==> config.mk <==
export PLATFORM = sky130hd
export DESIGN_NAME = lcpc_log_cell
export DESIGN_NICKNAME = d
export VERILOG_FILES = /design/src/rtl/lcpc_pkg.sv /design/src/rtl/lcpc_log_cell.sv
export SDC_FILE = /design/constraint.sdc
export NUM_CORES = 2
export LEC_CHECK = 0
export BUFFER_PORTS_ARGS = -buffer_cell sky130_fd_sc_hd__buf_4
export CAP_MARGIN = 10
export CORE_MARGIN = 2
export CORE_UTILIZATION = 30
export DETAILED_ROUTE_END_ITERATION = 10
export GPL_TIMING_DRIVEN = 0
export REMOVE_ABC_BUFFERS = 1
export SLEW_MARGIN = 20
export SYNTH_ARGS = -nofsm -noshare
export SYNTH_HDL_FRONTEND = slang
export SYNTH_SLANG_ARGS = --single-unit
==> constraint.sdc <==
create_clock -name clk -period 21.8 [get_ports clk]
set_input_delay 2.18 -clock clk [delete_from_list [all_inputs] [get_ports clk]]
set_output_delay 2.18 -clock clk [all_outputs]
set_load 0.01 [all_outputs]
==> src/rtl/lcpc_pkg.sv <==
`timescale 1ns / 1ps
package lcpc_pkg;

  // Widths of the datapath.
  localparam int COUNT_BITS      = 32;
  localparam int RATIO_FRAC_BITS = 16;
  localparam int MANT_FRAC       = 30;
  localparam int MANT_W          = MANT_FRAC + 1;
  localparam int P_W             = $clog2(COUNT_BITS);
  localparam int LOG_W           = P_W + RATIO_FRAC_BITS;
  localparam int RATIO_W         = RATIO_FRAC_BITS + 1;
  localparam int COLOUR_W        = 8;
  localparam int CFG_IDX_W       = 3;
  localparam int CFG_DATA_W      = 32;

  // Ratio of exactly 1.0 and the black threshold of one quarter.
  localparam logic [RATIO_W-1:0] RATIO_ONE     = RATIO_W'(1) << RATIO_FRAC_BITS;
  localparam logic [RATIO_W-1:0] RATIO_QUARTER = RATIO_W'(1) << (RATIO_FRAC_BITS - 2);
  localparam logic [COLOUR_W-1:0] FULL_SCALE   = '1;

  // Configuration register indexes.
  localparam logic [CFG_IDX_W-1:0] REG_MAX_COUNT    = 3'd0;
  localparam logic [CFG_IDX_W-1:0] REG_COLOUR_RED   = 3'd1;
  localparam logic [CFG_IDX_W-1:0] REG_COLOUR_GREEN = 3'd2;
  localparam logic [CFG_IDX_W-1:0] REG_COLOUR_BLUE  = 3'd3;
  localparam logic [CFG_IDX_W-1:0] REG_ALPHA_MODE   = 3'd4;

  // One log2 evaluation in flight: exponent, mantissa and fraction so far.
  typedef struct packed {
    logic [P_W-1:0]             p;
    logic [MANT_W-1:0]          m;
    logic [RATIO_FRAC_BITS-1:0] frac;
  } lane_t;

  typedef struct packed {
    logic  black;
    lane_t cnt;
    lane_t mx;
  } log_stage_t;

  typedef struct packed {
    logic                       black;
    logic                       clamp;
    logic [LOG_W-1:0]           rem;
    logic [LOG_W-1:0]           den;
    logic [RATIO_FRAC_BITS-1:0] quo;
  } div_stage_t;

  typedef struct packed {
    logic [COLOUR_W-1:0] red;
    logic [COLOUR_W-1:0] green;
    logic [COLOUR_W-1:0] blue;
    logic                alpha_mode;
  } colour_cfg_t;

  typedef struct packed {
    logic [COLOUR_W-1:0] red;
    logic [COLOUR_W-1:0] green;
    logic [COLOUR_W-1:0] blue;
    logic [COLOUR_W-1:0] alpha;
  } pixel_t;

  // One squaring step: square the mantissa, truncate, and pull out one fraction bit.
  function automatic lane_t square_step(lane_t l);
    logic [2*MANT_W-1:0] sq;
    logic [MANT_W:0]     s;
    lane_t               r;
    r  = l;
    sq = {{MANT_W{1'b0}}, l.m} * {{MANT_W{1'b0}}, l.m};
    s  = sq[MANT_FRAC +: MANT_W+1];
    if (s[MANT_W]) begin
      r.m    = s[MANT_W:1];
      r.frac = {l.frac[RATIO_FRAC_BITS-2:0], 1'b1};
    end else begin
      r.m    = s[MANT_W-1:0];
      r.frac = {l.frac[RATIO_FRAC_BITS-2:0], 1'b0};
    end
    return r;
  endfunction

endpackage

==> src/rtl/lcpc_log_cell.sv <==
`timescale 1ns / 1ps
module lcpc_log_cell (
  input  logic                 clk,
  input  logic                 rst_n,
  input  logic                 en,
  input  logic                 vld_i,
  input  lcpc_pkg::log_stage_t d_i,
  output logic                 vld_o,
  output lcpc_pkg::log_stage_t d_o
);
  import lcpc_pkg::*;

  logic       vld_r;
  log_stage_t d_r;
  log_stage_t d_nxt;

  // Both lanes, count and normaliser, take one squaring step.
  always_comb begin
    d_nxt       = d_i;
    d_nxt.cnt   = square_step(d_i.cnt);
    d_nxt.mx    = square_step(d_i.mx);
  end

  always_ff @(posedge clk) begin
    if (!rst_n) begin
      vld_r <= 1'b0;
    end else if (en) begin
      vld_r <= vld_i;
    end
  end

  always_ff @(posedge clk) begin
    if (en) begin
      d_r <= d_nxt;
    end
  end

  assign vld_o = vld_r;
  assign d_o   = d_r;
endmodule

==> impl_metrics.yaml <==
outcome:
  outcome: "complete, no violations"
global_route:
  overflow: 0
  grt_pass1_wl_microns: 247000
  grt_max_degree: 59
  track_usage: 0.161
  antenna_found_initial: 15
  grt_pass1_vias: 44400
detailed_routing:
  first_pass_iters: 7
  viasPerCell: 4.56
  via_count: 39000
  ant_nets: 0
  wl_per_cell_microns: 17.7
  wirelength_microns: 152000
  first_iter_violations: 2164
  drc: 0
yosys:
  synth_ff_type: "edfxtp_1"
  ys_async_sr_fraction: 0
  synth.cell_area_sq_um: 57800
  synth_edf_count: 105
  yosysSeqAreaShare: 0.0549
  synth_top_cell_by_area: "fa_1"
  syn_inst: 6005
  synthTopCellsByCount: "inv_1, fa_1, nand2_1"
  ys_types: 75
  synth_top_area_frac: 0.518
  yosys_warnings: 0
  synthTopCellsByArea: "fa_1, inv_1, ha_1, edfxtp_1, and2_1"
  yosysMostFrequentCell: "inv_1"
  ys_ff_latch: 106
  synth.avg_cell_area_sq_um: 9.62
floorplanning:
  ios: 215
  die_area_sq_um: 196000
  initial_core_util: 0.301
  rows: 161
  fp.coreArea_sq_um: 192000
  die_y_microns: 443
  die_x_microns: 443
sta:
  final.setup_skew_ns: 0
  finalSetupViolCount: 0
  setup_tns_ns: 0
  finalHoldViolations: 0
  min_period_over_period: 0.520
  min_period_ns: 11.33
  slew_viol_final: 0
  fmax_ghz: 0.0883
  hold_slack_ns: 0.551
  rsz0062_at_grt: "false"
  worst_pin_slew_ns: 1.19
  maxSlewHeadroom: 0.205
hold_path:
  hold_end: "vld_o"
  min_from: "vld_o"
  holdPathStages: 2
  hold_path.class: "flip-flop to flip-flop"
setup_path:
  cp.arrival_ns: 11.51
  criticalPathCategory: "input pin to flip-flop"
  cpPeakStageDelay_ns: 0.75
  r2r-end: "vld_o"
  cpMaxStageDelayCell: "a21oi_1"
  ff2ff_path_depth: 2
  cp_max_fo: 26
  worstReg2RegStart: "vld_o"
  worstPathRequired_ns: 21.98
  ff2ff_setup_slack_ns: 21.19
  setup.worst_path.end_class: "flip-flop"
  crit_top_cell: "fa_1"
  start_kind: "input pin"
cts:
  clk_path_buf_depth: 2
  cts_resized: 0
  clock_sinks: 106
  clock_latency_ns: 0.43
  htreeDepth: 3
  cts_tree: "yes"
  cts_setup_buffers: 0
  cts-root-buf: "clkbuf_16"
  cts.clk_slew.worst_paths_ns: 0.10
  cts_made_buffers: 9
  postCtsHoldBufs: 0
placement:
  io_buffers: 212
  dp_hpwl_microns: 120000
  place.gp.congestion: 0.936
final_layout:
  regArea_sq_um: 3170
  multiInputGateArea_sq_um: 46900
  fin_nets: 8152
  synthToLayoutAreaGrowth_pct: 7.53
  drive_gt1_frac: 0.0473
  fillers: 19700
flow_run:
  drv_cap: 0
==> through the flow <==
stage	utilization	cell area (sq um)	cells	worst slack, ns
final	0.324	62100	8552	10.47
after detailed placement	0.322	61800	8530	10.21
after CTS	0.324	62100	8546	10.68
after global routing	0.324	62100	8550	10.10
after global placement	0.321	61700	8527	8.96
after floorplan	-	56900	5789	11.77
==> routing by layer <==
| metal | track usage | vias up | part of all wire | wire (microns) |
|---|---|---|---|---|
| li1 | - | 17500 | - | - |
| met1 | 0.212 | 20400 | 0.42 | 63800 |
| met2 | 0.272 | 969 | 0.49 | 74400 |
| met3 | 0.0241 | 163 | 0.058 | 8830 |
| met4 | 0.0483 | 0 | 0.031 | 4650 |
| met5 | 0 | - | 0 | 0 |
==> logic make-up (layout without fill, tap and decap cells) <==
group                      after synthesis  in the layout  synth area share
DFF                                    106            106            0.0549
other                                    0              6                 0
and+or+nand+nor                       1248           1248             0.104
xor gates and xnor gates               113            113            0.0176
muxes                                   64             64            0.0117
AOI/OAI and AO/OA                      404            404            0.0452
buffers and inverters                 2042           2057             0.133
adders and majority gates             2028           2028             0.633
==> area by class of cell <==
type,count,share of cell area
diodes,6,0.000242
inverters,1826,0.110
repair buffers,215,0.0270
clock buffers,9,0.00362
flip-flops and latches,106,0.0511
well taps,2526,0.0509
clock inverters,7,0.00145
multi-input cells,3857,0.755
==> sequential cells by signal, summed over array words and instances (netlist names) <==
name   flops
d_o      105
vld_o      1
==> worst max path at each step <==
stage	slack [ns]	start	to	depth (start not counted)
3_3_place_gp	8.96	d_i[83]	d_o[77]	24
4_1_cts	10.68	d_i[83]	d_o[77]	26
6_report	10.47	d_i[83]	d_o[76]	26
2_1_floorplan	11.77	d_i[83]	d_o[75]	23
3_5_place_dp	10.21	d_i[83]	d_o[76]	26
5_1_grt	10.10	d_i[83]	d_o[77]	26
==> cell usage in the layout, fill, tap and decap left out, types with 10 or more instances in the layout <==
master       n
and2_1     377
nand2_1    588
nand3_1     34
a21o_1      63
xor2_1      51
fa_1      1494
mux2i_1     43
buf_4      211
a211oi_1    17
ha_1       534
edfxtp_1   105
o21ai_0     74
nor2b_1     27
nand4_1     35
o211ai_1    12
mux2_2      10
inv_1     1824
xnor2_1     60
nor2_1     117
a21oi_1    136
a31oi_1     16
o21bai_1    16
and3_1      14
nor3_1      17
==> critical path, delay by kind of cell <==
family                   cells  cell delay (ns)
AND/OR/NAND/NOR              2             0.58
XOR/XNOR                     1             0.36
buffers and inverters        6             1.37
adder cells (fa/ha/maj)      9             4.36
multiplexers                 1             0.40
AO/OA/AOI/OAI                7             2.21
Power is not shown: default switching activity piles up to over one toggle a cycle in this logic, so the estimate is an artifact.
