==> src/rtl/lcpc_pkg.sv <==
`timescale 1ns / 1ps
package lcpc_pkg;

  // Widths of the datapath.
  localparam int COUNT_BITS      = 32;
  localparam int RATIO_FRAC_BITS = 16;
  localparam int MANT_FRAC       = 30;
  localparam int MANT_W          = MANT_FRAC + 1;
  localparam int P_W             = $clog2(COUNT_BITS);
  localparam int LOG_W           = P_W + RATIO_FRAC_BITS;
  localparam int RATIO_W         = RATIO_FRAC_BITS + 1;
  localparam int COLOUR_W        = 8;
  localparam int CFG_IDX_W       = 3;
  localparam int CFG_DATA_W      = 32;

  // Ratio of exactly 1.0 and the black threshold of one quarter.
  localparam logic [RATIO_W-1:0] RATIO_ONE     = RATIO_W'(1) << RATIO_FRAC_BITS;
  localparam logic [RATIO_W-1:0] RATIO_QUARTER = RATIO_W'(1) << (RATIO_FRAC_BITS - 2);
  localparam logic [COLOUR_W-1:0] FULL_SCALE   = '1;

  // Configuration register indexes.
  localparam logic [CFG_IDX_W-1:0] REG_MAX_COUNT    = 3'd0;
  localparam logic [CFG_IDX_W-1:0] REG_COLOUR_RED   = 3'd1;
  localparam logic [CFG_IDX_W-1:0] REG_COLOUR_GREEN = 3'd2;
  localparam logic [CFG_IDX_W-1:0] REG_COLOUR_BLUE  = 3'd3;
  localparam logic [CFG_IDX_W-1:0] REG_ALPHA_MODE   = 3'd4;

  // One log2 evaluation in flight: exponent, mantissa and fraction so far.
  typedef struct packed {
    logic [P_W-1:0]             p;
    logic [MANT_W-1:0]          m;
    logic [RATIO_FRAC_BITS-1:0] frac;
  } lane_t;

  typedef struct packed {
    logic  black;
    lane_t cnt;
    lane_t mx;
  } log_stage_t;

  typedef struct packed {
    logic                       black;
    logic                       clamp;
    logic [LOG_W-1:0]           rem;
    logic [LOG_W-1:0]           den;
    logic [RATIO_FRAC_BITS-1:0] quo;
  } div_stage_t;

  typedef struct packed {
    logic [COLOUR_W-1:0] red;
    logic [COLOUR_W-1:0] green;
    logic [COLOUR_W-1:0] blue;
    logic                alpha_mode;
  } colour_cfg_t;

  typedef struct packed {
    logic [COLOUR_W-1:0] red;
    logic [COLOUR_W-1:0] green;
    logic [COLOUR_W-1:0] blue;
    logic [COLOUR_W-1:0] alpha;
  } pixel_t;

  // One squaring step: square the mantissa, truncate, and pull out one fraction bit.
  function automatic lane_t square_step(lane_t l);
    logic [2*MANT_W-1:0] sq;
    logic [MANT_W:0]     s;
    lane_t               r;
    r  = l;
    sq = {{MANT_W{1'b0}}, l.m} * {{MANT_W{1'b0}}, l.m};
    s  = sq[MANT_FRAC +: MANT_W+1];
    if (s[MANT_W]) begin
      r.m    = s[MANT_W:1];
      r.frac = {l.frac[RATIO_FRAC_BITS-2:0], 1'b1};
    end else begin
      r.m    = s[MANT_W-1:0];
      r.frac = {l.frac[RATIO_FRAC_BITS-2:0], 1'b0};
    end
    return r;
  endfunction

endpackage

==> src/rtl/lcpc_div_cell.sv <==
`timescale 1ns / 1ps
module lcpc_div_cell (
  input  logic                 clk,
  input  logic                 rst_n,
  input  logic                 en,
  input  logic                 vld_i,
  input  lcpc_pkg::div_stage_t d_i,
  output logic                 vld_o,
  output lcpc_pkg::div_stage_t d_o
);
  import lcpc_pkg::*;

  logic           vld_r;
  div_stage_t     d_r;
  div_stage_t     d_nxt;
  logic [LOG_W:0] rem2;

  // One restoring division step yields one quotient bit.
  always_comb begin
    d_nxt = d_i;
    rem2  = {d_i.rem, 1'b0};
    if (rem2 >= {1'b0, d_i.den}) begin
      d_nxt.rem = LOG_W'(rem2 - {1'b0, d_i.den});
      d_nxt.quo = {d_i.quo[RATIO_FRAC_BITS-2:0], 1'b1};
    end else begin
      d_nxt.rem = rem2[LOG_W-1:0];
      d_nxt.quo = {d_i.quo[RATIO_FRAC_BITS-2:0], 1'b0};
    end
  end

  always_ff @(posedge clk) begin
    if (!rst_n) begin
      vld_r <= 1'b0;
    end else if (en) begin
      vld_r <= vld_i;
    end
  end

  always_ff @(posedge clk) begin
    if (en) begin
      d_r <= d_nxt;
    end
  end

  assign vld_o = vld_r;
  assign d_o   = d_r;
endmodule

==> config.mk <==
export PLATFORM = sky130hd
export DESIGN_NAME = lcpc_div_cell
export DESIGN_NICKNAME = d
export VERILOG_FILES = /design/src/rtl/lcpc_pkg.sv /design/src/rtl/lcpc_div_cell.sv
export SDC_FILE = /design/constraint.sdc
export NUM_CORES = 1
export LEC_CHECK = 0
export BUFFER_PORTS_ARGS = -buffer_cell sky130_fd_sc_hd__buf_2
export CORE_UTILIZATION = 46
export DETAILED_ROUTE_END_ITERATION = 10
export GPL_ROUTABILITY_DRIVEN = 1
export GPL_TIMING_DRIVEN = 1
export PLACE_DENSITY = 0.81
export SLEW_MARGIN = 30
export SYNTH_ARGS = -nofsm -noshare
export SYNTH_HDL_FRONTEND = slang
export SYNTH_SLANG_ARGS = --single-unit
export TNS_END_PERCENT = 50
==> constraint.sdc <==
create_clock -name clk -period 2.55 [get_ports clk]
set_input_delay 0.3825 -clock clk [delete_from_list [all_inputs] [get_ports clk]]
set_output_delay 0.3825 -clock clk [all_outputs]
set_load 0.1 [all_outputs]
==> results of run 1 <==
## where the power goes
part / internal (W) / switching (W)
Clock: 0.000435 / 0.000367
Combinational: 0.000406 / 0.00111
Sequential: 0.00123 / 0.0000229
## per-layer routing
layer	track usage (%)	part of all wire (%)
met5	0	0
met4	9.26	2.4
met3	5.98	5.7
met2	34.9	47
met1	26.5	45
## registers in the layout, indices dropped and copies added (netlist names)
signal and flops:
d_o 60, vld_o 1
## metrics by stage
| stage | hold slack, ns | std cells |
|---|---|---|
| 4_1_cts | 0.206 | 561 |
| 3_3_place_gp | 0.492 | 546 |
| 2_1_floorplan | 0.481 | 295 |
| 5_1_grt | 0.202 | 561 |
| 6_report | 0.215 | 561 |
| 3_5_place_dp | 0.523 | 546 |
## logic make-up (layout without fill, tap and decap cells)
family                     after synthesis  count (layout)  synth area share [%]
AOI/OAI and AO/OA                       66              66                  13.5
and+or+nand+nor                         71              71                  11.0
muxes                                   20              20                  7.62
xor gates and xnor gates                15              15                  3.62
adders and majority gates               22              22                  7.79
DFF                                     61              61                  50.2
buffers and inverters                   40             204                  6.21
## cell type report
cell class | instances | area [um2]
fill | 642 | 2940
sequential | 61 | 1820
multi-input combinational | 194 | 1580
timing repair buffer | 160 | 931
tap | 102 | 128
clock buffer | 9 | 124
inverter | 29 | 109
clock inverter | 6 | 55.1
## worst max path at each step
stage               endpoint  slack, ns     from  depth (start not counted)
floorplan            d_o[39]       0.15  d_i[35]                          8
global placement     d_o[48]      -0.04  d_i[32]                          9
detailed placement   d_o[47]      -0.09  d_i[21]                          9
CTS                  d_o[47]       0.25  d_i[21]                          9
global route         d_o[57]       0.15  d_i[32]                          9
finish               d_o[47]       0.26  d_i[21]                          9
## cell usage in the layout, fill, tap and decap left out, drive strengths merged, types with 3 or more instances in the layout
cell    synthesis  routed
and3            4       4
a21o            7       7
o211ai          5       5
mux2           16      16
mux2i           4       4
a211oi          3       3
a221oi          3       3
clkinv          0       4
a21oi          16      16
nor2           13      13
ha             21      21
nand2          18      18
nor3            3       3
nand4           3       3
edfxtp         60      60
and4            7       7
nand3           7       7
clkbuf          1       9
xnor2          11      11
buf            10     160
and2            4       4
o21ai          10      10
xor2            4       4
inv            29      29
nand2b          4       4
==> impl_results.md, run 1 <==
* Final total power at 0.00357 W
* Gp weighted congestion at 0.857
* Total die area at 8250 um2
* Arrival time worst endpoint at 2.38 ns
* Boundary Pins at 125
* Gates resized, CTS repair at 0
* Global-route wire length before repair at 13600 um
* Worst slack at placement at -0.0875 ns
* Final HPWL DP at 6530 um
* Netlist Area Pre-Place at 3630 um2
* Avg WL per Cell at 15.0 um
* Crit path cell chain: buf_2 -> inv_1 -> ha_1 -> a21o_1 -> or2_1 -> o2111ai_1 -> and2_1 -> xnor2_1 -> mux2_4
* Achievable clock frequency at 437 MHz
* Number of port buffers at 123
* Final standard cell area without fillers at 4750 um2
* Remaining antenna violation count at 0
* Top FF cell, synth: sky130_fd_sc_hd__edfxtp_1
* Cell types with the largest area share after synthesis: sky130_fd_sc_hd__edfxtp_1 50%, sky130_fd_sc_hd__ha_1 7.2%, sky130_fd_sc_hd__mux2_4 6.2%
* Static Leakage at 2.21 nW
* Delay contributed by the slowest stage of the critical path at 0.38 ns
* Clock buffers created by TritonCTS at 9
* Crit path buffers/inverters at 2
* Final net count at 541
* Hold crit path type: in -> reg
* Number of levels the H-tree was split into at 3
* Number of buffers added for setup after CTS at 0
* Async set-reset flop share out of synthesis at 0%
* Vert. Die Dim at 90.8 um
* Clock Tree Root: sky130_fd_sc_hd__clkbuf_8
* Routed Wire Length at 8440 um
* Number of endpoints with negative hold slack in the final report at 0
* Worst-case clock skew at 0 ns
* Max-slew violation count at 0
* Most frequently used cell type in the post-synthesis netlist: sky130_fd_sc_hd__edfxtp_1
* Portion of synthesized cell area occupied by the leading cell type at 49.7%
* Total negative slack at 0 ns
* Total of endpoints with negative setup slack in the final report at 0
* Maximum ir drop on the vdd rail at 0.280 mV
* Max-cap violations at 0
* Number of optimization iterations in the first detailed-route pass at 4
* Remaining DRCs at 0
* Buffers from clock root to sink, at most at 2
* GRT Overall Usage at 21.4%
* Outcome: completed
* Min cycle time layout at 2.29 ns
* Number of core rows at 32
* Reg2Reg Capture Point: vld_o
* Initial antenna violation count at 0
* Crit Path Max Fanout at 5
* Critical Setup Path Class: in -> reg
* Via count of the first global-routing pass at 2851
* Most area-hungry cell type in the Yosys netlist: sky130_fd_sc_hd__edfxtp_1
* Via count at 2875
* Util after Layout at 61.8%
* Inserted Diodes at 0
* Seq/Total Area, Yosys at 50.2%
* List of most frequent post-synthesis cells: 60 x sky130_fd_sc_hd__edfxtp_1, 29 x sky130_fd_sc_hd__inv_1, 21 x sky130_fd_sc_hd__ha_1
* Fraction of final layout cells sized beyond drive strength 1 at 44.0%
* Number of unique standard cell types used by synthesis at 62
* CTS Hold Bufs at 0
* Pin count of the biggest net entering global routing at 42
* Top delay family on crit path: compound AO/OA/AOI/OAI gates
* Warnings from Yosys at 0
* Drt first-iter violations at 111
* Starting density of the core at 47.2%
* Register bit total from synthesis at 61
* Die Span X at 90.8 um
* Post-Synthesis Net Count at 381
* Clock-pin slew of the registers on the worst-case setup and hold paths at 0.06 ns
* Area growth from synthesis to layout at 30.9%
* CTS sink cnt at 61
* Unrepaired setup endpoints after global routing: false
* P per Cell Area at 753 nW/um2
* Launch point of the worst hold path: d_i[5]
* Hold Path Cell Cnt at 1
* Clock tree from TritonCTS: done
* Min-Delay Endpoint: d_o[6]
* Number of enable flip-flop cells after synthesis at 60
* CP Capture Type: register
* Overall overflow remaining after global route at 0
* Reg-to-reg slack, setup at 1.96 ns
* Reg-to-reg startpoint: vld_o
* Crit share post-route at 89.7%
* R2R cell count at 2
* Post-synthesis area per instance at 12.3 um2
* Crit-path slowest cell: sky130_fd_sc_hd__o2111ai_1
* Floorplan core area at 7690 um2
* Worst slew margin relative to its limit at 63.0%
* Setup slack of the critical path after layout at 0.261 ns
* Source-to-sink clock delay at the later pin of the worst-skew pair at 0.34 ns
* Transition time at the pin with the least slew margin at 0.555 ns
* Req. time, crit path at 2.64 ns
* Dpl cell area at 4570 um2
* Worst setup SP type: input pin
* Count of mapped cells out of synthesis at 295
* Via-per-instance ratio at 5.12
Power figures use the tool's default switching activity.
==> run 2: changes to the inputs <==
- CORE_ASPECT_RATIO: default -> 0.5
- CORE_UTILIZATION: 46 -> 51
- clock period: 2.55 -> 2.6 ns (I/O delays scaled with it)
==> run 2 against run 1 <==
Against the previous run:
- worst hold slack improved by 0.014 ns
- die area decreased by 9.3%
- register-to-register slack improved by 0.06 ns
- clock power increased by 57%
- largest cell class unchanged
- highest routed layer unchanged
==> impl_results.md, run 2 (same netlist as run 1, synthesis figures left out) <==
* Maximum ir drop on the vdd rail at 0.358 mV (+28%)
* P per Cell Area at 824 nW/um2 (+9.4%)
* Worst slack at placement at -0.0244 ns (+0.0632 ns)
* Total negative slack at 0 ns (unchanged)
* Worst setup SP type: input pin
* Layout filler cell count at 486 (-24%)
* Buffers from clock root to sink, at most at 2 (unchanged)
* Global-route wire length before repair at 12300 um (-9.9%)
* Unrepaired setup endpoints after global routing: false
* Worst slew margin relative to its limit at 66.4% (+3.4 points)
* R2R cell count at 2 (unchanged)
* Met3 Use GR at 6.20% (+0.23 points)
* Static Leakage at 2.22 nW (+0.76%)
* Routed Wire Length at 8030 um (-4.9%)
* Global routing usage on met2 at 36.0% (+1.1 points)
* Number of core rows at 21 (-34%)
* Initial antenna violation count at 0 (unchanged)
* Overall overflow remaining after global route at 0 (unchanged)
* CTS sink cnt at 61 (unchanged)
* Total die area at 7480 um2 (-9.3%)
* Switching share of total power at 38.7% (-3.3 points)
* Clock-pin slew of the registers on the worst-case setup and hold paths at 0.05 ns (about the same)
* Number of levels the H-tree was split into at 3 (unchanged)
* Clock buffers created by TritonCTS at 9 (unchanged)
* Arrival time worst endpoint at 2.41 ns (+0.03 ns)
* Crit share post-route at 89.7%
* Remaining antenna violation count at 0 (unchanged)
* Number of flip-flops under the largest register name at 60 (unchanged)
* Number of buffers added for setup after CTS at 0 (unchanged)
* CTS Hold Bufs at 0 (unchanged)
* Vert. Die Dim at 61.6 um (-32%)
* GRT Overall Usage at 22.6% (+1.2 points)
* Setup slack of the critical path after layout at 0.267 ns (+0.00538 ns)
* Clock Tree Root: sky130_fd_sc_hd__clkbuf_16
* Final net count at 533 (-1.5%)
* Most frequent standard cell in the layout excluding fill and tap cells: sky130_fd_sc_hd__buf_2
* Remaining DRCs at 0 (unchanged)
* Area growth from synthesis to layout at 32.7%
* CP Capture Type: register
* Floorplan core area at 6780 um2 (-12%)
* Die Span X at 121 um (+34%)
* Top Usage Layer GRT: met2
* Starting density of the core at 53.5% (+6.3 points)
* Int Pwr at 0.00243 W (+17%)
* Pin count of the biggest net entering global routing at 62 (+48%)
* Achievable clock frequency at 429 MHz
* Delay contributed by the slowest stage of the critical path at 0.36 ns (-0.02 ns)
* Max-cap violations at 0 (unchanged)
* Net switching component of the power at 0.00153 W (+2.2%)
* Min cycle time layout at 2.33 ns
* Storage element area at 1820 um2 (unchanged)
* Crit-path slowest cell: sky130_fd_sc_hd__ha_1
* Hold Path Cell Cnt at 1 (unchanged)
* Part of the total power dissipated in sequential elements at 31.1% (-4.0 points)
* Clock tree from TritonCTS: done
* Gp weighted congestion at 0.854 (-0.26%)
* Req. time, crit path at 2.68 ns (+0.04 ns)
* Fraction of power consumed by the clock network at 31.7% (+9.3 points)
* Gates resized, CTS repair at 0 (unchanged)
* Number of endpoints with negative hold slack in the final report at 0 (unchanged)
* Met1 track utilization from global routing at 29.8% (+3.3 points)
* Number of optimization iterations in the first detailed-route pass at 5 (+1)
* Max-slew violation count at 0 (unchanged)
* Outcome: completed
* Boundary Pins at 125 (unchanged)
* Via count of the first global-routing pass at 2522 (-12%)
* Via-per-instance ratio at 5.26 (+2.6%)
* Critical Setup Path Class: in -> reg
* Transition time at the pin with the least slew margin at 0.507 ns (-0.0477 ns)
* Combinational group share of total power at 37.1% (-5.3 points)
* Final hold slack at 0.229 ns (+0.0140 ns)
* Hold crit path type: in -> reg
* Source-to-sink clock delay at the later pin of the worst-skew pair at 0.33 ns (about the same)
* Via count at 2859 (-0.56%)
* Commonest cells after routing, fill and taps aside: 123 x sky130_fd_sc_hd__buf_2, 60 x sky130_fd_sc_hd__edfxtp_1, 29 x sky130_fd_sc_hd__inv_1
* Drt first-iter violations at 252 (+130%)
* Crit Path Max Fanout at 13 (+8)
* Avg WL per Cell at 14.8 um (-1.9%)
* Number of port buffers at 123 (unchanged)
* Inserted Diodes at 0 (unchanged)
* Worst-case clock skew at 0 ns (unchanged)
* Fraction of final layout cells sized beyond drive strength 1 at 43.4% (-0.65 points)
* Crit path cell chain: buf_2 -> inv_1 -> ha_1 -> a21o_1 -> a211oi_1 -> nand4_2 -> o21bai_4 -> buf_12 -> mux2_4
* Final HPWL DP at 6060 um (-7.2%)
* Area of the multi-input gates at 1580 um2 (unchanged)
* Total of endpoints with negative setup slack in the final report at 0 (unchanged)
-- run 2: cell count changes in the layout (fill, tap and decap cells not counted), moves of 2 or more --
cell,delta
sky130_fd_sc_hd__buf_4,-8
sky130_fd_sc_hd__clkinv_1,-2
sky130_fd_sc_hd__clkbuf_16,+9
sky130_fd_sc_hd__clkinvlp_4,+2
sky130_fd_sc_hd__clkbuf_8,-9
-- run 2: metrics by stage --
stage,power [W],utilization (%),instances,cell area [um2]
after detailed placement,0.00272,66.4,528,4500
final,0.00397,71.0,544,4810
after floorplan,0.00244,-,295,3630
after global placement,0.00270,66.4,528,4500
after CTS,0.00399,71.0,544,4810
after global routing,0.00410,71.0,544,4810
-- run 2: critical path, delay by kind of cell --
family                   cells  cell delay, ns
multiplexers                 1            0.31
AND/OR/NAND/NOR              1            0.19
adder cells (fa/ha/maj)      1            0.36
AO/OA/AOI/OAI                3            0.83
buffers and inverters        3            0.31
-- run 2: final timing paths --
| check | startpoint | to | slack, ns |
|---|---|---|---|
| max | d_i[32] | d_o[39] | 0.27 |
| min | d_i[4] | d_o[5] | 0.23 |
| max reg2reg | vld_o | vld_o | 2.02 |
| min reg2reg | vld_o | vld_o | 0.51 |
-- run 2: layer usage --
layer,vias to the layer above,wire length [um]
met3,13,621
met5,-,0
met4,0,117
met1,1319,3760
met2,113,3540
li1,1414,-
-- run 2: power groups by stage --
stage	sequential [W]	clock [W]	combinational, W
final	0.00123	0.00126	0.00147
after global routing	0.00124	0.00132	0.00154
after CTS	0.00124	0.00128	0.00147
after detailed placement	0.00125	0	0.00146
after global placement	0.00125	0	0.00145
after floorplan	0.00201	0	0.000421
-- run 2: cell type report --
| cell class | count | share of cell area, % |
|---|---|---|
| clock inverters | 6 | 1.82 |
| well taps | 92 | 2.39 |
| multi-input cells | 194 | 32.8 |
| inverters | 29 | 2.26 |
| flip-flops and latches | 61 | 37.8 |
| repair buffers | 152 | 18.1 |
| clock buffers | 10 | 4.76 |
