### config.mk
export PLATFORM = sky130hd
export DESIGN_NAME = lcpc_scale
export DESIGN_NICKNAME = d
export VERILOG_FILES = /design/src/rtl/lcpc_pkg.sv /design/src/rtl/lcpc_scale.sv
export SDC_FILE = /design/constraint.sdc
export NUM_CORES = 1
export LEC_CHECK = 0
export ABC_AREA = 0
export BUFFER_PORTS_ARGS = -buffer_cell sky130_fd_sc_hd__buf_2
export CAP_MARGIN = 10
export CORE_ASPECT_RATIO = 1.4
export CORE_UTILIZATION = 50
export DETAILED_ROUTE_END_ITERATION = 8
export PLACE_DENSITY_LB_ADDON = 0.15
export SYNTH_ARGS = -nofsm -noshare
export SYNTH_HDL_FRONTEND = slang
export SYNTH_SLANG_ARGS = --single-unit
### constraint.sdc
create_clock -name clk -period 5.1 [get_ports clk]
set_input_delay 0.255 -clock clk [delete_from_list [all_inputs] [get_ports clk]]
set_output_delay 0.255 -clock clk [all_outputs]
set_load 0.005 [all_outputs]
### src/rtl/lcpc_pkg.sv
`timescale 1ns / 1ps
package lcpc_pkg;

  // Widths of the datapath.
  localparam int COUNT_BITS      = 32;
  localparam int RATIO_FRAC_BITS = 16;
  localparam int MANT_FRAC       = 30;
  localparam int MANT_W          = MANT_FRAC + 1;
  localparam int P_W             = $clog2(COUNT_BITS);
  localparam int LOG_W           = P_W + RATIO_FRAC_BITS;
  localparam int RATIO_W         = RATIO_FRAC_BITS + 1;
  localparam int COLOUR_W        = 8;
  localparam int CFG_IDX_W       = 3;
  localparam int CFG_DATA_W      = 32;

  // Ratio of exactly 1.0 and the black threshold of one quarter.
  localparam logic [RATIO_W-1:0] RATIO_ONE     = RATIO_W'(1) << RATIO_FRAC_BITS;
  localparam logic [RATIO_W-1:0] RATIO_QUARTER = RATIO_W'(1) << (RATIO_FRAC_BITS - 2);
  localparam logic [COLOUR_W-1:0] FULL_SCALE   = '1;

  // Configuration register indexes.
  localparam logic [CFG_IDX_W-1:0] REG_MAX_COUNT    = 3'd0;
  localparam logic [CFG_IDX_W-1:0] REG_COLOUR_RED   = 3'd1;
  localparam logic [CFG_IDX_W-1:0] REG_COLOUR_GREEN = 3'd2;
  localparam logic [CFG_IDX_W-1:0] REG_COLOUR_BLUE  = 3'd3;
  localparam logic [CFG_IDX_W-1:0] REG_ALPHA_MODE   = 3'd4;

  // One log2 evaluation in flight: exponent, mantissa and fraction so far.
  typedef struct packed {
    logic [P_W-1:0]             p;
    logic [MANT_W-1:0]          m;
    logic [RATIO_FRAC_BITS-1:0] frac;
  } lane_t;

  typedef struct packed {
    logic  black;
    lane_t cnt;
    lane_t mx;
  } log_stage_t;

  typedef struct packed {
    logic                       black;
    logic                       clamp;
    logic [LOG_W-1:0]           rem;
    logic [LOG_W-1:0]           den;
    logic [RATIO_FRAC_BITS-1:0] quo;
  } div_stage_t;

  typedef struct packed {
    logic [COLOUR_W-1:0] red;
    logic [COLOUR_W-1:0] green;
    logic [COLOUR_W-1:0] blue;
    logic                alpha_mode;
  } colour_cfg_t;

  typedef struct packed {
    logic [COLOUR_W-1:0] red;
    logic [COLOUR_W-1:0] green;
    logic [COLOUR_W-1:0] blue;
    logic [COLOUR_W-1:0] alpha;
  } pixel_t;

  // One squaring step: square the mantissa, truncate, and pull out one fraction bit.
  function automatic lane_t square_step(lane_t l);
    logic [2*MANT_W-1:0] sq;
    logic [MANT_W:0]     s;
    lane_t               r;
    r  = l;
    sq = {{MANT_W{1'b0}}, l.m} * {{MANT_W{1'b0}}, l.m};
    s  = sq[MANT_FRAC +: MANT_W+1];
    if (s[MANT_W]) begin
      r.m    = s[MANT_W:1];
      r.frac = {l.frac[RATIO_FRAC_BITS-2:0], 1'b1};
    end else begin
      r.m    = s[MANT_W-1:0];
      r.frac = {l.frac[RATIO_FRAC_BITS-2:0], 1'b0};
    end
    return r;
  endfunction

endpackage

### src/rtl/lcpc_scale.sv
`timescale 1ns / 1ps
module lcpc_scale (
  input  logic                  clk,
  input  logic                  rst_n,
  input  logic                  en,
  input  logic                  vld_i,
  input  lcpc_pkg::div_stage_t  d_i,
  input  lcpc_pkg::colour_cfg_t cfg,
  output logic                  vld_o,
  output lcpc_pkg::pixel_t      pix_o
);
  import lcpc_pkg::*;

  localparam int PROD_W = COLOUR_W + RATIO_W;

  logic                vld_r;
  pixel_t              pix_r;
  pixel_t              pix_nxt;
  logic [RATIO_W-1:0]  ratio;
  logic                black;
  logic [PROD_W-1:0]   prod_r;
  logic [PROD_W-1:0]   prod_g;
  logic [PROD_W-1:0]   prod_b;
  logic [PROD_W-1:0]   prod_a;

  // Clamp the ratio; give black, or scale the alpha or colour channels.
  always_comb begin
    ratio  = d_i.clamp ? RATIO_ONE : {1'b0, d_i.quo};
    black  = d_i.black || (ratio <= RATIO_QUARTER);
    prod_r = PROD_W'(cfg.red) * PROD_W'(ratio);
    prod_g = PROD_W'(cfg.green) * PROD_W'(ratio);
    prod_b = PROD_W'(cfg.blue) * PROD_W'(ratio);
    prod_a = PROD_W'(FULL_SCALE) * PROD_W'(ratio);
    if (black) begin
      pix_nxt = '{red: '0, green: '0, blue: '0, alpha: FULL_SCALE};
    end else if (cfg.alpha_mode) begin
      pix_nxt = '{red: cfg.red, green: cfg.green, blue: cfg.blue,
                  alpha: prod_a[RATIO_FRAC_BITS +: COLOUR_W]};
    end else begin
      pix_nxt = '{red:   prod_r[RATIO_FRAC_BITS +: COLOUR_W],
                  green: prod_g[RATIO_FRAC_BITS +: COLOUR_W],
                  blue:  prod_b[RATIO_FRAC_BITS +: COLOUR_W],
                  alpha: FULL_SCALE};
    end
  end

  always_ff @(posedge clk) begin
    if (!rst_n) begin
      vld_r <= 1'b0;
    end else if (en) begin
      vld_r <= vld_i;
    end
  end

  always_ff @(posedge clk) begin
    if (en) begin
      pix_r <= pix_nxt;
    end
  end

  assign vld_o = vld_r;
  assign pix_o = pix_r;
endmodule

==> flow_summary.json, run 1 <==
{
  "cts_tree": "yes",
  "ir_drop_uv": 171.0,
  "end_kind": "flop",
  "p_total_mw": 4.567,
  "grt_pass1_vias": 13990,
  "combPwrFrac": 0.837,
  "clkPwrFrac": 0.078,
  "p_sw_mw": 2.162,
  "swShare": 0.4733,
  "clk_path_buf_depth": 2,
  "fin_skew_ps": 0,
  "die_w_um": 153.4,
  "p_int_mw": 2.406,
  "die_y_um": 214.0,
  "rows": 77,
  "cts.clk_slew.worst_paths_ps": 60,
  "cpPeakStageDelay_ps": 560,
  "wl_per_cell_um": 18.39,
  "synth_edf_count": 32,
  "hpwl_um": 34720,
  "initial_core_util": 0.5080,
  "clk_latency_ps": 300,
  "io_buffers": 79,
  "synthCells": 1722,
  "cts.sinks": 33,
  "drive_gt1_frac": 0.1628,
  "setup_viol": 0,
  "grt_max_degree": 34,
  "relSlewSlack": 0.3292,
  "grt_overflow_total": 0,
  "rsz0062_at_grt": "no",
  "area_delta_synth_final_pct": 15.45,
  "critical_path.n_buffers_inverters": 7,
  "path_cells": "buf_4 -> buf_8 -> nor2b_4 -> buf_12 -> buf_4 -> nand2_1 -> fa_1 -> fa_1 -> inv_1 -> fa_1 -> inv_1 -> fa_1 -> inv_1 -> ha_1 -> a211o_1 -> o221a_4 -> a211oi_2 -> o31a_1 -> mux2i_1 -> a21oi_1",
  "synth-async-reset-ratio": 0,
  "routed_wl_um": 42660,
  "p_leak_nw": 9.852,
  "antenna_found_initial": 1,
  "critPathArrivalTime_ps": 5000,
  "worstPathRequired_ps": 5130,
  "grt_pass1_wl_um": 71090,
  "firstDrtPassIters": 5,
  "fmax_mhz": 201.4,
  "via_per_inst": 5.389,
  "gp_congestion": 0.8886,
  "dieArea_um2": 32840,
  "cts_buffers": 5,
  "yosys_warnings": 0,
  "synth_top_area_cell": "fa_1",
  "vias": 12498,
  "post-route-util": 0.5866,
  "hold_start": "rst_n",
  "period_needed_ps": 4964,
  "start_kind": "primary input",
  "synth_top_cell_area_share": 0.4202,
  "final_cell_mix": "inv_1 (357), fa_1 (336), and2_1 (329), ha_1 (165), buf_4 (165)",
  "route.detailed.drc": 0,
  "maxCapViolCount": 0,
  "fillers": 2890,
  "hp-class": "primary input to flop",
  "ant_nets": 0,
  "cts_hold_buf": 0,
  "syn_area_um2": 16050,
  "fin_hold_ws_ps": 173.2,
  "multi_input_area_um2": 13610,
  "core_area_um2": 31600,
  "status": "finished, final reports clean",
  "power_density_nw_per_um2": 246.4,
  "grt_usage": 0.2769,
  "place_area_um2": 18150,
  "regArea_um2": 980.9,
  "hold_viol": 0,
  "cp_common_cell": "fa_1",
  "io_pins": 122,
  "power_frac_seq": 0.085,
  "finalNetCount": 2513,
  "syn_avg_cell_area_um2": 9.323,
  "layout_commonest_cell": "inv_1",
  "ys_seq_elements": 33,
  "seq_area_frac_synth": 0.06110,
  "worst_pin_slew_ps": 1006,
  "synthesis.nets": 2313,
  "setup.worst_path.class": "primary input to flop",
  "drv_slew": 0,
  "crit_family": "adder cells",
  "fin_area_um2": 18540,
  "startpoint": "d_i[58]",
  "fin_crit_sh": 0.9734,
  "synth_cell_type_count": 73,
  "critical-path-slowest-cell": "fa_1",
  "cts-root-buf": "clkbuf_16",
  "synthFlopType": "edfxtp_1",
  "final.setup.tns_ps": 0,
  "rr_startpoint": "vld_o",
  "drt_iter0_drc": 578,
  "crit_path_max_fanout": 9,
  "cts_htree_levels": 2,
  "ys_top_cells_by_area": "fa_1 (42%), ha_1 (13%), and2_1 (13%)"
}
metal layers:
metal | GRT usage | part of all wire | wire length (um)
met1 | 0.3078 | 0.37 | 15900
met5 | 0 | 0 | 0
met2 | 0.5320 | 0.54 | 22990
met3 | 0.02223 | 0.033 | 1389
met4 | 0.1233 | 0.056 | 2375
worst reg2reg max path, stage by stage, from the launching register on:
cell and delay [ps]:
dfxtp_1 310, mux2i_1 120, nor2b_1 60
through the flow:
step	worst slack, ps	cells
after floorplan	8.493	1722
after global placement	-374.0	2303
after detailed placement	-433.9	2303
after CTS	5.648	2311
after global routing	8.673	2319
final	135.7	2319
cell type report:
class / count / share of cell area
well taps: 395 / 0.02666
repair buffers: 261 / 0.1048
diodes: 1 / 0.0001350
flip-flops and latches: 33 / 0.05292
multi-input cells: 1263 / 0.7345
inverters: 358 / 0.07250
clock inverters: 1 / 0.0002700
clock buffers: 7 / 0.008235
path summary, 6_finish.rpt:
kind | endpoint | slack (ps) | cells after the start
max | pix_o[23] | 140 | 20
max reg2reg | vld_o | 4510 | 2
min | vld_o | 170 | 2
min reg2reg | vld_o | 530 | 2
synth_stat cells, drive strengths merged (5+ instances only):
| cell type | count |
|---|---|
| inv | 358 |
| fa | 337 |
| and2 | 329 |
| ha | 165 |
| nand2 | 119 |
| clkbuf | 64 |
| o21ai | 36 |
| a21oi | 34 |
| edfxtp | 32 |
| a21o | 27 |
| nor2 | 25 |
| xnor2 | 23 |
| nor2b | 19 |
| nand3 | 13 |
| nand4 | 12 |
| nor3 | 11 |
| a211oi | 8 |
| and3 | 6 |
| mux2i | 6 |
| a211o | 5 |
| and4 | 5 |
| o211ai | 5 |
| o21a | 5 |
| o21bai | 5 |
power groups by stage:
stage	logic [mW]	registers (mW)	clock network, mW
floorplan	2.46	0.390	0
global placement	3.70	0.393	0
detailed placement	3.77	0.392	0
CTS	3.81	0.387	0.363
global route	4.37	0.389	0.367
finish	3.82	0.386	0.358
kinds of logic after synthesis:
group                      count (synthesis)  share of synthesized area
AOI/OAI and AO/OA                        164                    0.07326
xor gates and xnor gates                  27                    0.01473
adders and majority gates                502                     0.5488
buffers and inverters                    426                    0.09976
DFF                                       33                    0.06110
muxes                                      6                   0.003741
other                                      1                  0.0002336
and+or+nand+nor                          563                     0.1983
flip-flops by register name (all words and copies together) (netlist names):
register  cells
vld_o         1
pix_o        32
timing repair:
item                       4_1_cts  5_1_grt
setup buffers                    0        5
gates cloned                     0        2
resized for setup                1       31
pin swaps                        0        9
setup endpoints to repair       12       27
(Power assumes the default switching activity.)
==> run 2: changes to the inputs <==
CORE_UTILIZATION = 35   (was 50)
==> run 2 against run 1 <==
Clock power increased by 7.3%. Fmax up 0.27%. Power rose by 1.9%. Combinational power rose by 2%. Die area up 42%. Largest power group unchanged.
==> flow_summary.json, run 2 (synthesis results as in run 1) <==
{
  "status": "finished, final reports clean",
  "routed_wl_um": 45400,
  "hold_depth": 2,
  "setup_viol": 0,
  "layout_commonest_cell": "inv_1",
  "final_cell_mix": "inv_1 (357), fa_1 (336), and2_1 (328), buf_4 (182), ha_1 (165)",
  "n_antenna_cell": 0,
  "crit_path_max_fanout": 15,
  "hp-class": "primary input to flop",
  "cts_hold_buf": 0,
  "finalNetCount": 2534,
  "io_pins": 122,
  "hold_viol": 0,
  "dieArea_um2": 46740,
  "relSlewSlack": 0.3426,
  "drt_iter0_drc": 427,
  "rows": 92,
  "grt_overflow_total": 0,
  "firstDrtPassIters": 4,
  "end_kind": "flop",
  "r2r_slack_ps": 4500,
  "cts_tree": "yes",
  "power_density_nw_per_um2": 245.3,
  "grt_pass1_vias": 14044,
  "met2_length_um": 25800,
  "critPathArrivalTime_ps": 5010,
  "gp_congestion": 0.8495,
  "route.detailed.drc": 0,
  "fin_crit_sh": 0.9707,
  "cts_htree_levels": 2,
  "rsz0062_at_grt": "yes",
  "via_per_inst": 4.813,
  "p_total_mw": 4.655,
  "final.setup.tns_ps": 0,
  "cts-root-buf": "clkbuf_16",
  "clk_latency_ps": 300,
  "multi_input_area_um2": 13570,
  "regArea_um2": 980.9,
  "die_w_um": 183.0,
  "rr_startpoint": "vld_o",
  "cts.clk_slew.worst_paths_ps": 60,
  "reg2reg_depth": 2,
  "wl_per_cell_um": 17.77,
  "rr_endpoint": "vld_o",
  "antenna_found_initial": 1,
  "area_delta_synth_final_pct": 18.21,
  "fmax_mhz": 202.0,
  "core_area_um2": 45120,
  "ant_nets": 0,
  "die_y_um": 255.4,
  "ir_drop_uv": 144.3,
  "cts.sinks": 33,
  "setup.worst_path.class": "primary input to flop",
  "hpwl_um": 38160,
  "maxCapViolCount": 0,
  "drv_slew": 0,
  "route.met3.wl_um": 1098,
  "largest_reg_flops": 32,
  "grt_max_degree": 34,
  "wl_met1_um": 17050,
  "fin_skew_ps": 0,
  "cts_buffers": 5,
  "dr.max_layer_used": "met5",
  "io_buffers": 79,
  "clk_path_buf_depth": 2,
  "hold_end": "vld_o",
  "fillers": 4613,
  "period_needed_ps": 4951,
  "hold_start": "rst_n",
  "drive_gt1_frac": 0.1703,
  "vias": 12296,
  "worstPathRequired_ps": 5160,
  "initial_core_util": 0.3558,
  "worst_pin_slew_ps": 986.1,
  "grt_pass1_wl_um": 75160,
  "start_kind": "primary input",
  "grt_usage": 0.2089,
  "p_leak_nw": 9.933
}
run 2: repair_timing:
action / 4_1_cts / 5_1_grt
resized for setup: 1 / 16
pin swaps: 0 / 3
setup endpoints to repair: 4 / 13
buffers inserted: 0 / 3
run 2: where the power goes:
group | switching [mW] | internal, mW
clock | 0.154 | 0.230
combinational | 2.01 | 1.87
sequential | 0.0179 | 0.366
total | 2.19 | 2.47
run 2: metrics by stage:
| stage | hold WS [ps] | area [um^2] | setup slack, ps | utilization | instances |
|---|---|---|---|---|---|
| floorplan | 367.5 | 16120 | 8.493 | - | 1722 |
| global placement | 466.8 | 18720 | -389.5 | 0.4149 | 2544 |
| detailed placement | 485.5 | 18720 | -394.5 | 0.4149 | 2544 |
| CTS | 169.8 | 18890 | 5.324 | 0.4186 | 2552 |
| global route | 165.9 | 18980 | -34.50 | 0.4206 | 2555 |
| finish | 176.1 | 18980 | 149.2 | 0.4206 | 2555 |
run 2: how the worst max path moves through the flow:
stage	start	to	slack (ps)	depth (start not counted)
3_5_place_dp	d_i[58]	pix_o[18]	-390	20
6_report	d_i[58]	pix_o[27]	150	19
3_3_place_gp	d_i[58]	pix_o[18]	-390	20
4_1_cts	d_i[58]	pix_o[18]	5	20
5_1_grt	d_i[58]	pix_o[18]	-30	19
2_1_floorplan	d_i[58]	pix_o[27]	8	18
run 2: cell type report:
cell class,count,share of cell area
Clock buffer,6,0.006791
Clock inverter,2,0.001780
Inverter,358,0.07081
Multi-Input combinational cell,1263,0.7151
Sequential cell,33,0.05169
Tap cell,611,0.04028
Timing Repair Buffer,282,0.1136
run 2: critical path: stages:
cell and delay (ps):
buf_2 110, buf_12 150, nor2b_2 170, buf_12 170
and2_1 150, fa_1 440, fa_1 530, fa_1 500
inv_1 60, fa_1 470, inv_1 50, ha_1 300
and2_1 190, a221o_1 370, a21oi_2 210, nand2_1 90
o21a_1 210, or3_1 310, a32o_1 250
run 2: metal layers:
layer  global-route usage  vias up
met5                    0        -
met4              0.06736        2
met3              0.01967       61
met2               0.4141      143
met1               0.2267     6349
li1                     -     5741
==> run 3: changes to the inputs <==
BUFFER_PORTS_ARGS = not set   (was -buffer_cell sky130_fd_sc_hd__buf_2)
DONT_BUFFER_PORTS = 1   (was not set)
==> run 3 against run 2 <==
Wire length decreased by 3.5%. Setup slack improved by 49 ps. First-iteration DRC count decreased by 14%. Utilization decreased by 2.7 points. Global-route usage decreased by 0.86 points.
==> flow_summary.json, run 3 (synthesis results as in run 1) <==
{
  "clk_path_buf_depth": 2,
  "rsz0062_at_grt": "no",
  "maxCapViolCount": 0,
  "status": "finished, final reports clean",
  "route.detailed.drc": 0,
  "die_y_um": 255.4,
  "ant_nets": 0,
  "area_delta_synth_final_pct": 10.63,
  "cts_htree_levels": 2,
  "cts.sinks": 33,
  "end_kind": "flop",
  "start_kind": "primary input",
  "finalNetCount": 2360,
  "hold_viol": 0,
  "place_inst": 2373,
  "antenna_found_initial": 1,
  "power_density_nw_per_um2": 238.4,
  "routed_wl_um": 43800,
  "core_area_um2": 45120,
  "drive_gt1_frac": 0.08588,
  "fmax_mhz": 204.0,
  "layout_commonest_cell": "inv_1",
  "grt_usage": 0.2003,
  "instances_no_fill": 2381,
  "die_w_um": 183.0,
  "fin_crit_sh": 0.9612,
  "reg2reg_depth": 2,
  "n_antenna_cell": 0,
  "io_pins": 122,
  "gp_congestion": 0.8291,
  "initial_core_util": 0.3558,
  "largest_reg_flops": 32,
  "fin_skew_ps": 0,
  "hpwl_um": 36010,
  "final_cell_mix": "inv_1 (357), fa_1 (337), and2_1 (329), ha_1 (165), nand2_1 (119)",
  "post-cts-setup-buffers": 0,
  "drt_iter0_drc": 368,
  "startpoint": "d_i[58]",
  "rows": 92,
  "drv_slew": 0,
  "via_per_inst": 4.900,
  "dieArea_um2": 46740,
  "clk_latency_ps": 310,
  "fin_hold_ws_ps": 69.22,
  "r2r_slack_ps": 4500,
  "rr_startpoint": "vld_o",
  "period_needed_ps": 4902,
  "rr_endpoint": "vld_o",
  "cts_buffers": 5,
  "ir_drop_uv": 144.9,
  "critical_path.endpoint": "pix_o[18]",
  "vias": 11667,
  "grt_pass1_wl_um": 72350,
  "hp-class": "primary input to flop",
  "firstDrtPassIters": 4,
  "fillers": 4625,
  "setup_viol": 0,
  "wl_per_cell_um": 18.40,
  "cts_hold_buf": 0,
  "crit_path_max_fanout": 49,
  "worstPathRequired_ps": 5180,
  "cts.clk_slew.worst_paths_ps": 80,
  "cts_tree": "yes",
  "grt_pass1_vias": 13200,
  "critPathArrivalTime_ps": 4990,
  "grt_max_degree": 50,
  "p_leak_nw": 9.115,
  "grt_overflow_total": 0,
  "setup.worst_path.class": "primary input to flop",
  "cts-root-buf": "clkbuf_16",
  "p_total_mw": 4.234,
  "relSlewSlack": 0.4614,
  "worst_pin_slew_ps": 807.1,
  "io_buffers": 0
}
-- run 3: cell types whose count changed in the layout (fill, tap and decap cells not counted), moves of 4 or more --
cell | before | now
buf_4 | 182 | 91
buf_2 | 79 | 0
nor2b_4 | 4 | 0
nor2b_2 | 11 | 16
-- run 3: layout make-up --
class	instances	area, um^2	share of cell area
clock inverter	2	10.01	0.0005636
inverter	358	1344	0.07566
tap	611	764.5	0.04304
clock buffer	6	128.9	0.007256
multi-input combinational	1263	13520	0.7611
timing repair buffer	108	1015	0.05713
sequential	33	980.9	0.05523
-- run 3: per-layer routing --
metal | up-vias | wire length (um) | global-route usage
met1 | 6059 | 16870 | 0.2282
met2 | 160 | 24690 | 0.3914
li1 | 5392 | - | -
met4 | 0 | 1383 | 0.06250
met3 | 56 | 863 | 0.01083
met5 | - | 0 | 0
-- run 3: worst min path at each step --
| stage | endpoint | depth (start not counted) | from |
|---|---|---|---|
| 6_report | vld_o | 1 | rst_n |
| 5_1_grt | pix_o[16] | 0 | en |
| 3_5_place_dp | pix_o[18] | 0 | en |
| 2_1_floorplan | pix_o[0] | 0 | en |
| 4_1_cts | pix_o[31] | 0 | en |
| 3_3_place_gp | pix_o[16] | 0 | en |
-- run 3: per-stage QoR --
stage	setup WS, ps	utilization	setup TNS (ps)	cell area [um^2]
after detailed placement	-135.2	0.3904	-231.0	17610
after global placement	-34.72	0.3904	-44.73	17610
after global routing	83.26	0.3936	0	17760
after CTS	200.7	0.3934	0	17750
final	197.7	0.3936	0	17760
after floorplan	8.493	-	0	16120
-- run 3: where the power goes --
group	switching, mW	internal (mW)	total, mW
combinational	1.89	1.62	3.52
sequential	0.0294	0.367	0.397
clock	0.143	0.180	0.323
-- run 3: worst max-delay path, stage by stage --
cell and delay (ps):
nor2b_2 170, buf_12 130, buf_4 180, buf_4 190, and2_1 150, fa_1 430, fa_1 480, fa_1 490
inv_1 50, fa_1 470, inv_1 40, ha_1 300, a21oi_1 200, o21ai_0 210, a22o_1 280, a311oi_4 390
o21bai_1 130, xnor2_1 130, o21ai_0 250
-- run 3: timing repair --
action / in CTS / in global routing
endpoints found under the setup margin: 0 / 1
endpoints found under the hold margin: 0 / 0
gates resized for setup: 0 / 2
